File: src/design/bcs_pkg.sv
// Shared codes, masks and reset values for the battery contactor safety controller.
`default_nettype none

package bcs_pkg;

    // Machine state codes.
    localparam logic [2:0] ST_INIT      = 3'd0;
    localparam logic [2:0] ST_STANDBY   = 3'd1;
    localparam logic [2:0] ST_PRECHARGE = 3'd2;
    localparam logic [2:0] ST_DRIVE     = 3'd3;
    localparam logic [2:0] ST_CHARGE    = 3'd4;
    localparam logic [2:0] ST_FAULT     = 3'd5;

    // Fault mask bits.
    typedef logic [5:0] fault_t;
    localparam fault_t F_NONE              = 6'h00;
    localparam fault_t F_INTERLOCK         = 6'h01;
    localparam fault_t F_SENSOR            = 6'h02;
    localparam fault_t F_OVERVOLT          = 6'h04;
    localparam fault_t F_UNDERVOLT         = 6'h08;
    localparam fault_t F_OVERTEMP          = 6'h10;
    localparam fault_t F_PRECHARGE_TIMEOUT = 6'h20;

    // Contactor patterns: bit0 main positive, bit1 main negative, bit2 precharge.
    typedef logic [2:0] contactor_t;
    localparam contactor_t CONTACTORS_PRECHARGE = 3'b110;
    localparam contactor_t CONTACTORS_MAIN      = 3'b011;
    localparam contactor_t CONTACTORS_OPEN      = 3'b000;

    // Configuration register indexes.
    localparam logic [1:0] REG_OVERVOLT  = 2'd0;
    localparam logic [1:0] REG_UNDERVOLT = 2'd1;
    localparam logic [1:0] REG_OVERTEMP  = 2'd2;
    localparam logic [1:0] REG_PRECHARGE = 2'd3;

    // Configuration reset values.
    localparam logic [15:0]       RST_OVERVOLT_MV  = 16'd4200;
    localparam logic [15:0]       RST_UNDERVOLT_MV = 16'd2500;
    localparam logic signed [7:0] RST_OVERTEMP_C   = 8'sd60;
    localparam logic [15:0]       RST_TIMEOUT_MS   = 16'd500;

endpackage

`default_nettype wire

File: src/design/battery_contactor_safety_fsm.sv
// Top level of the battery contactor safety state machine with precharge control.
//
// Each input beat is one control tick: interlock, ignition, charger pilot,
// sensor health, precharge-ready flag, pack extremes and a millisecond time.
// The block raises a fault mask (interlock open, sensor offline, over- and
// undervoltage, overtemperature); any fault outside FAULT trips the machine to
// FAULT with all contactors open, and FAULT holds until reset. Otherwise the
// machine goes INIT to STANDBY, then on ignition to PRECHARGE (main-negative
// and precharge closed) and on to DRIVE once the bus is precharged, or to
// FAULT with the precharge-timeout bit once the elapsed time exceeds the
// limit; the charger pilot leads from STANDBY to CHARGE. Every tick yields
// exactly one result beat carrying state, contactor drive, the reported
// relay mask and the fault report, which lags a sensed-fault trip by one beat.
// A tick is captured in an input register, evaluated by one level of
// comparators and next-state logic, and moves on into the result register
// once that register is empty or being taken. One tick is taken per
// clock cycle; the only thing that holds the input off is a full input
// register behind a result that the consumer is stalling. Configuration
// writes are always ready and take effect on the next cycle.
`default_nettype none

module battery_contactor_safety_fsm
(
    input  wire logic               clk,
    input  wire logic               rst_n,

    // Configuration write channel.
    input  wire logic               cfg_valid,
    output logic                    cfg_ready,
    input  wire logic [1:0]         cfg_index,
    input  wire logic [15:0]        cfg_data,

    // Tick input channel.
    input  wire logic               in_valid,
    output logic                    in_stall,
    input  wire logic               interlock_closed,
    input  wire logic               ignition_on,
    input  wire logic               charge_pilot,
    input  wire logic               sensor_ok,
    input  wire logic               bus_precharged,
    input  wire logic [15:0]        max_cell_mv,
    input  wire logic [15:0]        min_cell_mv,
    input  wire logic signed [7:0]  max_temp,
    input  wire logic [31:0]        time_ms,

    // Result channel.
    output logic                    out_valid,
    input  wire logic               out_stall,
    output logic [2:0]              fsm_state,
    output logic [2:0]              contactor_drive,
    output logic [2:0]              relay_status,
    output logic [5:0]              fault_report
);

    // ------------------------------------------------------------------
    // Configuration registers. The port never pushes back.
    // ------------------------------------------------------------------
    logic [15:0]       ov_limit_reg;
    logic [15:0]       uv_limit_reg;
    logic signed [7:0] ot_limit_reg;
    logic [15:0]       timeout_reg;

    assign cfg_ready = 1'b1;

    always_ff @(posedge clk or negedge rst_n)
    begin
        if (!rst_n)
        begin
            ov_limit_reg <= bcs_pkg::RST_OVERVOLT_MV;
            uv_limit_reg <= bcs_pkg::RST_UNDERVOLT_MV;
            ot_limit_reg <= bcs_pkg::RST_OVERTEMP_C;
            timeout_reg  <= bcs_pkg::RST_TIMEOUT_MS;
        end
        else if (cfg_valid && cfg_ready)
        begin
            unique case (cfg_index)
                bcs_pkg::REG_OVERVOLT:  ov_limit_reg <= cfg_data;
                bcs_pkg::REG_UNDERVOLT: uv_limit_reg <= cfg_data;
                bcs_pkg::REG_OVERTEMP:  ot_limit_reg <= cfg_data[7:0];
                bcs_pkg::REG_PRECHARGE: timeout_reg  <= cfg_data;
                default: ;
            endcase
        end
    end

    // ------------------------------------------------------------------
    // Handshake. The result register advances whenever it is empty or
    // being taken; the input register refills whenever it is empty or
    // moving on, so a tick can enter while a finished result waits.
    // ------------------------------------------------------------------
    logic in_valid_reg;
    logic out_valid_reg;
    logic advance;
    logic step;
    logic in_take;

    assign advance  = !out_valid_reg || !out_stall;
    assign step     = in_valid_reg && advance;
    assign in_stall = in_valid_reg && !advance;
    assign in_take  = in_valid && !in_stall;

    always_ff @(posedge clk or negedge rst_n)
    begin
        if (!rst_n)
        begin
            in_valid_reg  <= 1'b0;
            out_valid_reg <= 1'b0;
        end
        else
        begin
            if (in_take)
            begin
                in_valid_reg <= 1'b1;
            end
            else if (advance)
            begin
                in_valid_reg <= 1'b0;
            end

            if (advance)
            begin
                out_valid_reg <= in_valid_reg;
            end
        end
    end

    // Input register: payload only, qualified by in_valid_reg.
    logic              interlock_reg;
    logic              ignition_reg;
    logic              pilot_reg;
    logic              sensor_reg;
    logic              ready_reg;
    logic [15:0]       max_mv_reg;
    logic [15:0]       min_mv_reg;
    logic signed [7:0] temp_reg;
    logic [31:0]       now_reg;

    always_ff @(posedge clk)
    begin
        if (in_take)
        begin
            interlock_reg <= interlock_closed;
            ignition_reg  <= ignition_on;
            pilot_reg     <= charge_pilot;
            sensor_reg    <= sensor_ok;
            ready_reg     <= bus_precharged;
            max_mv_reg    <= max_cell_mv;
            min_mv_reg    <= min_cell_mv;
            temp_reg      <= max_temp;
            now_reg       <= time_ms;
        end
    end

    // ------------------------------------------------------------------
    // Tick evaluation: fault mask, precharge timer and next state.
    // ------------------------------------------------------------------
    logic [2:0]          mode_reg;
    logic [2:0]          mode_next;
    logic [31:0]         entry_time_reg;
    logic [31:0]         entry_time_next;
    bcs_pkg::contactor_t drive_bits_reg;
    bcs_pkg::contactor_t drive_bits_next;
    bcs_pkg::contactor_t relay_mask_reg;
    bcs_pkg::contactor_t relay_mask_next;
    bcs_pkg::fault_t     reported_reg;
    bcs_pkg::fault_t     reported_next;
    bcs_pkg::fault_t     faults;
    bcs_pkg::fault_t     faults_all;
    logic [31:0]         elapsed;
    logic                timed_out;

    always_comb
    begin
        faults = bcs_pkg::F_NONE;
        if (!interlock_reg)
        begin
            faults = faults | bcs_pkg::F_INTERLOCK;
        end
        if (!sensor_reg)
        begin
            faults = faults | bcs_pkg::F_SENSOR;
        end
        if (max_mv_reg >= ov_limit_reg)
        begin
            faults = faults | bcs_pkg::F_OVERVOLT;
        end
        if (min_mv_reg <= uv_limit_reg)
        begin
            faults = faults | bcs_pkg::F_UNDERVOLT;
        end
        if (temp_reg >= ot_limit_reg)
        begin
            faults = faults | bcs_pkg::F_OVERTEMP;
        end
    end

    // Elapsed time wraps with the free-running millisecond counter.
    assign elapsed   = now_reg - entry_time_reg;
    assign timed_out = elapsed > {16'd0, timeout_reg};

    always_comb
    begin
        mode_next       = mode_reg;
        entry_time_next = entry_time_reg;
        drive_bits_next = drive_bits_reg;
        relay_mask_next = relay_mask_reg;
        reported_next   = reported_reg;
        faults_all      = faults;

        if ((faults != bcs_pkg::F_NONE) && (mode_reg != bcs_pkg::ST_FAULT))
        begin
            // Trip tick: relay mask and fault report keep their old values,
            // so the report shows the cause one beat later.
            mode_next       = bcs_pkg::ST_FAULT;
            entry_time_next = now_reg;
            drive_bits_next = bcs_pkg::CONTACTORS_OPEN;
        end
        else
        begin
            unique case (mode_reg)
                bcs_pkg::ST_INIT:
                begin
                    mode_next       = bcs_pkg::ST_STANDBY;
                    entry_time_next = now_reg;
                    drive_bits_next = bcs_pkg::CONTACTORS_OPEN;
                end
                bcs_pkg::ST_STANDBY:
                begin
                    drive_bits_next = bcs_pkg::CONTACTORS_OPEN;
                    if (ignition_reg)
                    begin
                        mode_next       = bcs_pkg::ST_PRECHARGE;
                        entry_time_next = now_reg;
                        drive_bits_next = bcs_pkg::CONTACTORS_PRECHARGE;
                        relay_mask_next = bcs_pkg::CONTACTORS_PRECHARGE;
                    end
                    else if (pilot_reg)
                    begin
                        mode_next       = bcs_pkg::ST_CHARGE;
                        entry_time_next = now_reg;
                    end
                end
                bcs_pkg::ST_PRECHARGE:
                begin
                    if (ready_reg)
                    begin
                        mode_next       = bcs_pkg::ST_DRIVE;
                        entry_time_next = now_reg;
                        drive_bits_next = bcs_pkg::CONTACTORS_MAIN;
                        relay_mask_next = bcs_pkg::CONTACTORS_MAIN;
                    end
                    else if (timed_out)
                    begin
                        // The entry time is left as it was on a timeout.
                        faults_all      = faults | bcs_pkg::F_PRECHARGE_TIMEOUT;
                        mode_next       = bcs_pkg::ST_FAULT;
                        drive_bits_next = bcs_pkg::CONTACTORS_OPEN;
                    end
                end
                bcs_pkg::ST_DRIVE:
                begin
                    if (!ignition_reg)
                    begin
                        mode_next       = bcs_pkg::ST_STANDBY;
                        drive_bits_next = bcs_pkg::CONTACTORS_OPEN;
                        relay_mask_next = bcs_pkg::CONTACTORS_OPEN;
                    end
                end
                bcs_pkg::ST_CHARGE:
                begin
                    if (!pilot_reg)
                    begin
                        mode_next       = bcs_pkg::ST_STANDBY;
                        drive_bits_next = bcs_pkg::CONTACTORS_OPEN;
                        relay_mask_next = bcs_pkg::CONTACTORS_OPEN;
                    end
                end
                bcs_pkg::ST_FAULT:
                begin
                    drive_bits_next = bcs_pkg::CONTACTORS_OPEN;
                    relay_mask_next = bcs_pkg::CONTACTORS_OPEN;
                end
                default:
                begin
                    // Unused codes make no transition.
                end
            endcase
            reported_next = faults_all;
        end
    end

    // Machine state updates once per evaluated tick.
    always_ff @(posedge clk or negedge rst_n)
    begin
        if (!rst_n)
        begin
            mode_reg       <= bcs_pkg::ST_INIT;
            entry_time_reg <= 32'd0;
            drive_bits_reg <= bcs_pkg::CONTACTORS_OPEN;
            relay_mask_reg <= bcs_pkg::CONTACTORS_OPEN;
            reported_reg   <= bcs_pkg::F_NONE;
        end
        else if (step)
        begin
            mode_reg       <= mode_next;
            entry_time_reg <= entry_time_next;
            drive_bits_reg <= drive_bits_next;
            relay_mask_reg <= relay_mask_next;
            reported_reg   <= reported_next;
        end
    end

    // Result register: the new state is the result of the tick.
    logic [2:0]          state_out_reg;
    bcs_pkg::contactor_t drive_out_reg;
    bcs_pkg::contactor_t relay_out_reg;
    bcs_pkg::fault_t     fault_out_reg;

    always_ff @(posedge clk)
    begin
        if (step)
        begin
            state_out_reg <= mode_next;
            drive_out_reg <= drive_bits_next;
            relay_out_reg <= relay_mask_next;
            fault_out_reg <= reported_next;
        end
    end

    assign out_valid       = out_valid_reg;
    assign fsm_state       = state_out_reg;
    assign contactor_drive = drive_out_reg;
    assign relay_status    = relay_out_reg;
    assign fault_report    = fault_out_reg;

endmodule

`default_nettype wire

File: config.mk
export PLATFORM = sky130hd
export DESIGN_NAME = battery_contactor_safety_fsm
export DESIGN_NICKNAME = d
export VERILOG_FILES = /design/src/design/bcs_pkg.sv /design/src/design/battery_contactor_safety_fsm.sv
export SDC_FILE = /design/constraint.sdc
export NUM_CORES = 1
export LEC_CHECK = 0
export BUFFER_PORTS_ARGS = -buffer_cell sky130_fd_sc_hd__buf_2
export CAP_MARGIN = 10
export CELL_PAD_IN_SITES_DETAIL_PLACEMENT = 2
export CELL_PAD_IN_SITES_GLOBAL_PLACEMENT = 2
export CORE_MARGIN = 5
export CORE_UTILIZATION = 42
export DETAILED_ROUTE_END_ITERATION = 7
export PLACE_DENSITY = 0.89
export SLEW_MARGIN = 10
export SYNTH_ARGS = -nofsm -noshare
export SYNTH_HDL_FRONTEND = slang
export SYNTH_SLANG_ARGS = --single-unit
File: constraint.sdc
create_clock -name clk -period 7.7 [get_ports clk]
set_clock_uncertainty 0.05 [all_clocks]
set_input_delay 0.385 -clock clk [delete_from_list [all_inputs] [get_ports clk]]
set_output_delay 0.385 -clock clk [all_outputs]
set_load 0.005 [all_outputs]
==> results by group <==
Finish
  – Fillers: 2,583
  – Most common cell after layout, fill and taps aside: buf_2
  – Area Overhead vs Synth: 14.1%
  – Final Core Density: 0.486
  – Most frequent cells in the layout: buf_2 (115), nand2_1 (100), inv_1 (98), edfxtp_1 (92), ha_1 (87)
  – Fin nets: 1,288
  – Share of cells above drive strength 1: 0.225

Detailed routing
  – DRT iter0 DRCs: 525
  – Post-DR vias/cell: 5.88
  – Router iterations before antenna repair: 5
  – DRT Wirelength: 36,200 microns
  – Detail Route Antenna Nets: 0
  – DRC Markers: 0
  – WL per Instance: 25.1 microns
  – DR vias: 8,501

Timing
  – Final hold vios: 0
  – Actual slew at the worst max-slew pin: 1160 ps
  – Final setup viols: 0
  – Worst Hold Slack: 49.6 ps
  – Min Tclk post-route: 5720 ps
  – F_max: 0.175 GHz
  – RSZ-0062 raised after global routing: false
  – Slew Limit Fails: 0
  – Slew headroom: 0.227
  – Fin crit share: 0.743
  – Setup TNS: 0 ps

Clock tree
  – Clk Latency, worst-skew pair: 460 ps
  – Clock Sinks: 197
  – Clock buffer depth: 2
  – CTS tree: done
  – H-tree depth: 4
  – Root Driver: clkbuf_16
  – Post-CTS Setup Inserts: 0
  – TritonCTS buffer count: 17
  – Worst-path clk slew: 80 ps

Placement
  – Post-DP HPWL: 24,600 microns
  – Final Wtd Congestion: 0.874
  – Number of port buffers: 116

Critical path
  – Worst path required time: 7850 ps
  – Startpoint types: flip-flop
  – Flop2flop setup slack: 1980 ps
  – Reg2reg end: fault_report[5]$_DFFE_PP_
  – Max FO, Critical Path: 6
  – Reg2reg path depth: 18
  – Worst EP arrival: 5870 ps
  – Setup Crit Path Kind: reg2reg
  – Crit. End Element: flip-flop
  – RR Startpoint: now_reg[0]$_DFFE_PP_

Run status
  – Run status: finished clean

Die
  – IO Count: 118
  – Die Y: 170 microns
  – Initial Utilization: 0.426
  – Core Footprint: 25,200 sq um
  – Total die area: 28,800 sq um
  – Die X: 170 microns
  – Site Rows: 58

Global routing
  – Pin count of the biggest net entering global routing: 78
  – GRT overflow: 0
  – GRT Util Overall: 0.252
  – First-pass GRT wire length: 56,000 microns
  – Initial antenna violation count: 3
  – Number of global-route vias before repair: 9,659

Synth
  – Post-synth ARST share: 0.533
  – Post-synthesis sequential area ratio: 0.505
  – Cells after synthesis: 995
  – EDFF count, synth: 92
  – Net count after synthesis: 1,183
  – Syn. warnings: 0
  – Mean Syn Cell Area: 10.8 sq um
  – FF+latch count, synth: 197
  – Synthesized area: 10,700 sq um
  – Synth unique cells: 73
  – Synth Flop Type: edfxtp_1

Flow run
  – Max cap viols: 0

Worst hold path
  – Hold crit path type: in2reg
  – Min-delay src: max_temp[4]
  – Hold depth: 1
  – Min-Delay Endpoint: temp_reg[4]$_DFFE_PP_

Pwr
  – Final Power: 3.76 mW
  – Pwr dens: 307 nW/um^2
  – Peak supply drop: 181 uV
  – Lkg Pwr: 5.30 nW
## cell type report
cell class                 count  area [sq um]  area share
antenna                        2          5.00    0.000409
clock buffer                  17           425      0.0348
clock inverter                15           188      0.0153
inverter                     101           379      0.0310
multi-input combinational    660          4780       0.390
sequential                   197          5410       0.442
tap                          330           413      0.0337
timing repair buffer         123           638      0.0521
## synthesized netlist by cell type, types with 10 or more instances
cell type  count  area, sq um
a21o_1        24          180
a21oi_1       75          375
clkbuf_1      24         90.1
dfrtp_1       86         2150
dfstp_2       19          499
edfxtp_1      92         2760
ha_1          87         1090
inv_1         98          368
mux2_2        53          597
nand2_1      100          375
nand2b_1      11         68.8
nand3_1       15         75.1
nand4_1       20          125
nor2_1        24         90.1
nor2b_1       10         62.6
o211ai_1      13         97.6
o21ai_0       72          360
xnor2_1       15          131
## worst max-delay path by stage
stage / from / endpoint / slack [ps]
after global routing: now_reg[8]$_DFFE_PP_ / fault_report[5]$_DFFE_PP_ / 1850
after CTS: now_reg[0]$_DFFE_PP_ / fault_report[5]$_DFFE_PP_ / 2250
final: now_reg[0]$_DFFE_PP_ / fault_report[5]$_DFFE_PP_ / 1980
after floorplan: now_reg[6]$_DFFE_PP_ / fault_report[5]$_DFFE_PP_ / 3300
after global placement: now_reg[6]$_DFFE_PP_ / fault_report[5]$_DFFE_PP_ / 2660
after detailed placement: now_reg[6]$_DFFE_PP_ / fault_report[5]$_DFFE_PP_ / 2450
## worst max-delay path: stages, from the launching register on
cell and delay [ps]:
edfxtp_1 390, inv_1 70, ha_1 230, fa_1 430, nand2b_1 200, a21o_1 200, a31oi_1 470, nor2_2 170
xnor2_1 170, ha_1 350, a21oi_1 250, nand2_1 120, a211oi_1 300, o31ai_1 150, a2111oi_0 740, nand4_1 240
nor4_4 410, nor3_1 180, mux2_2 320
## kinds of logic (layout without fill, tap and decap cells)
logic type	after synthesis	count (layout)	synth area share
AND/OR/NAND/NOR	227	227	0.105
AO/OA/AOI/OAI	267	267	0.160
flip-flops	197	197	0.505
adder cells (fa/ha/maj)	88	88	0.103
other	1	3	0.000350
XOR/XNOR	22	22	0.0180
buffers and inverters	138	256	0.0517
multiplexers	55	55	0.0575
## metal layers
layer | up-vias | track usage | part of all wire
met5 | - | 0 | 0.00033
met4 | 2 | 0.0854 | 0.024
met3 | 66 | 0.0404 | 0.040
met2 | 256 | 0.459 | 0.53
met1 | 4388 | 0.304 | 0.41
li1 | 3789 | - | -
## what timing repair did
item / CTS / global route
hold buffers: 1 / 0
hold endpoints to repair: 30 / 0
resized for setup: 0 / 0
## power breakdown
group          internal, mW  switching [mW]  leakage [nW]
registers              1.28          0.0787          2.12
logic                 0.535           0.929          2.89
clock network         0.469           0.475         0.295
## stage by stage
step                setup slack [ps]  area [sq um]  cells
floorplan                       3300         10700    995
global placement                2660         11600   1410
detailed placement              2450         11600   1410
CTS                             2250         12200   1443
global route                    1850         12200   1445
finish                          1980         12200   1445
Power figures use the tool's default switching activity.
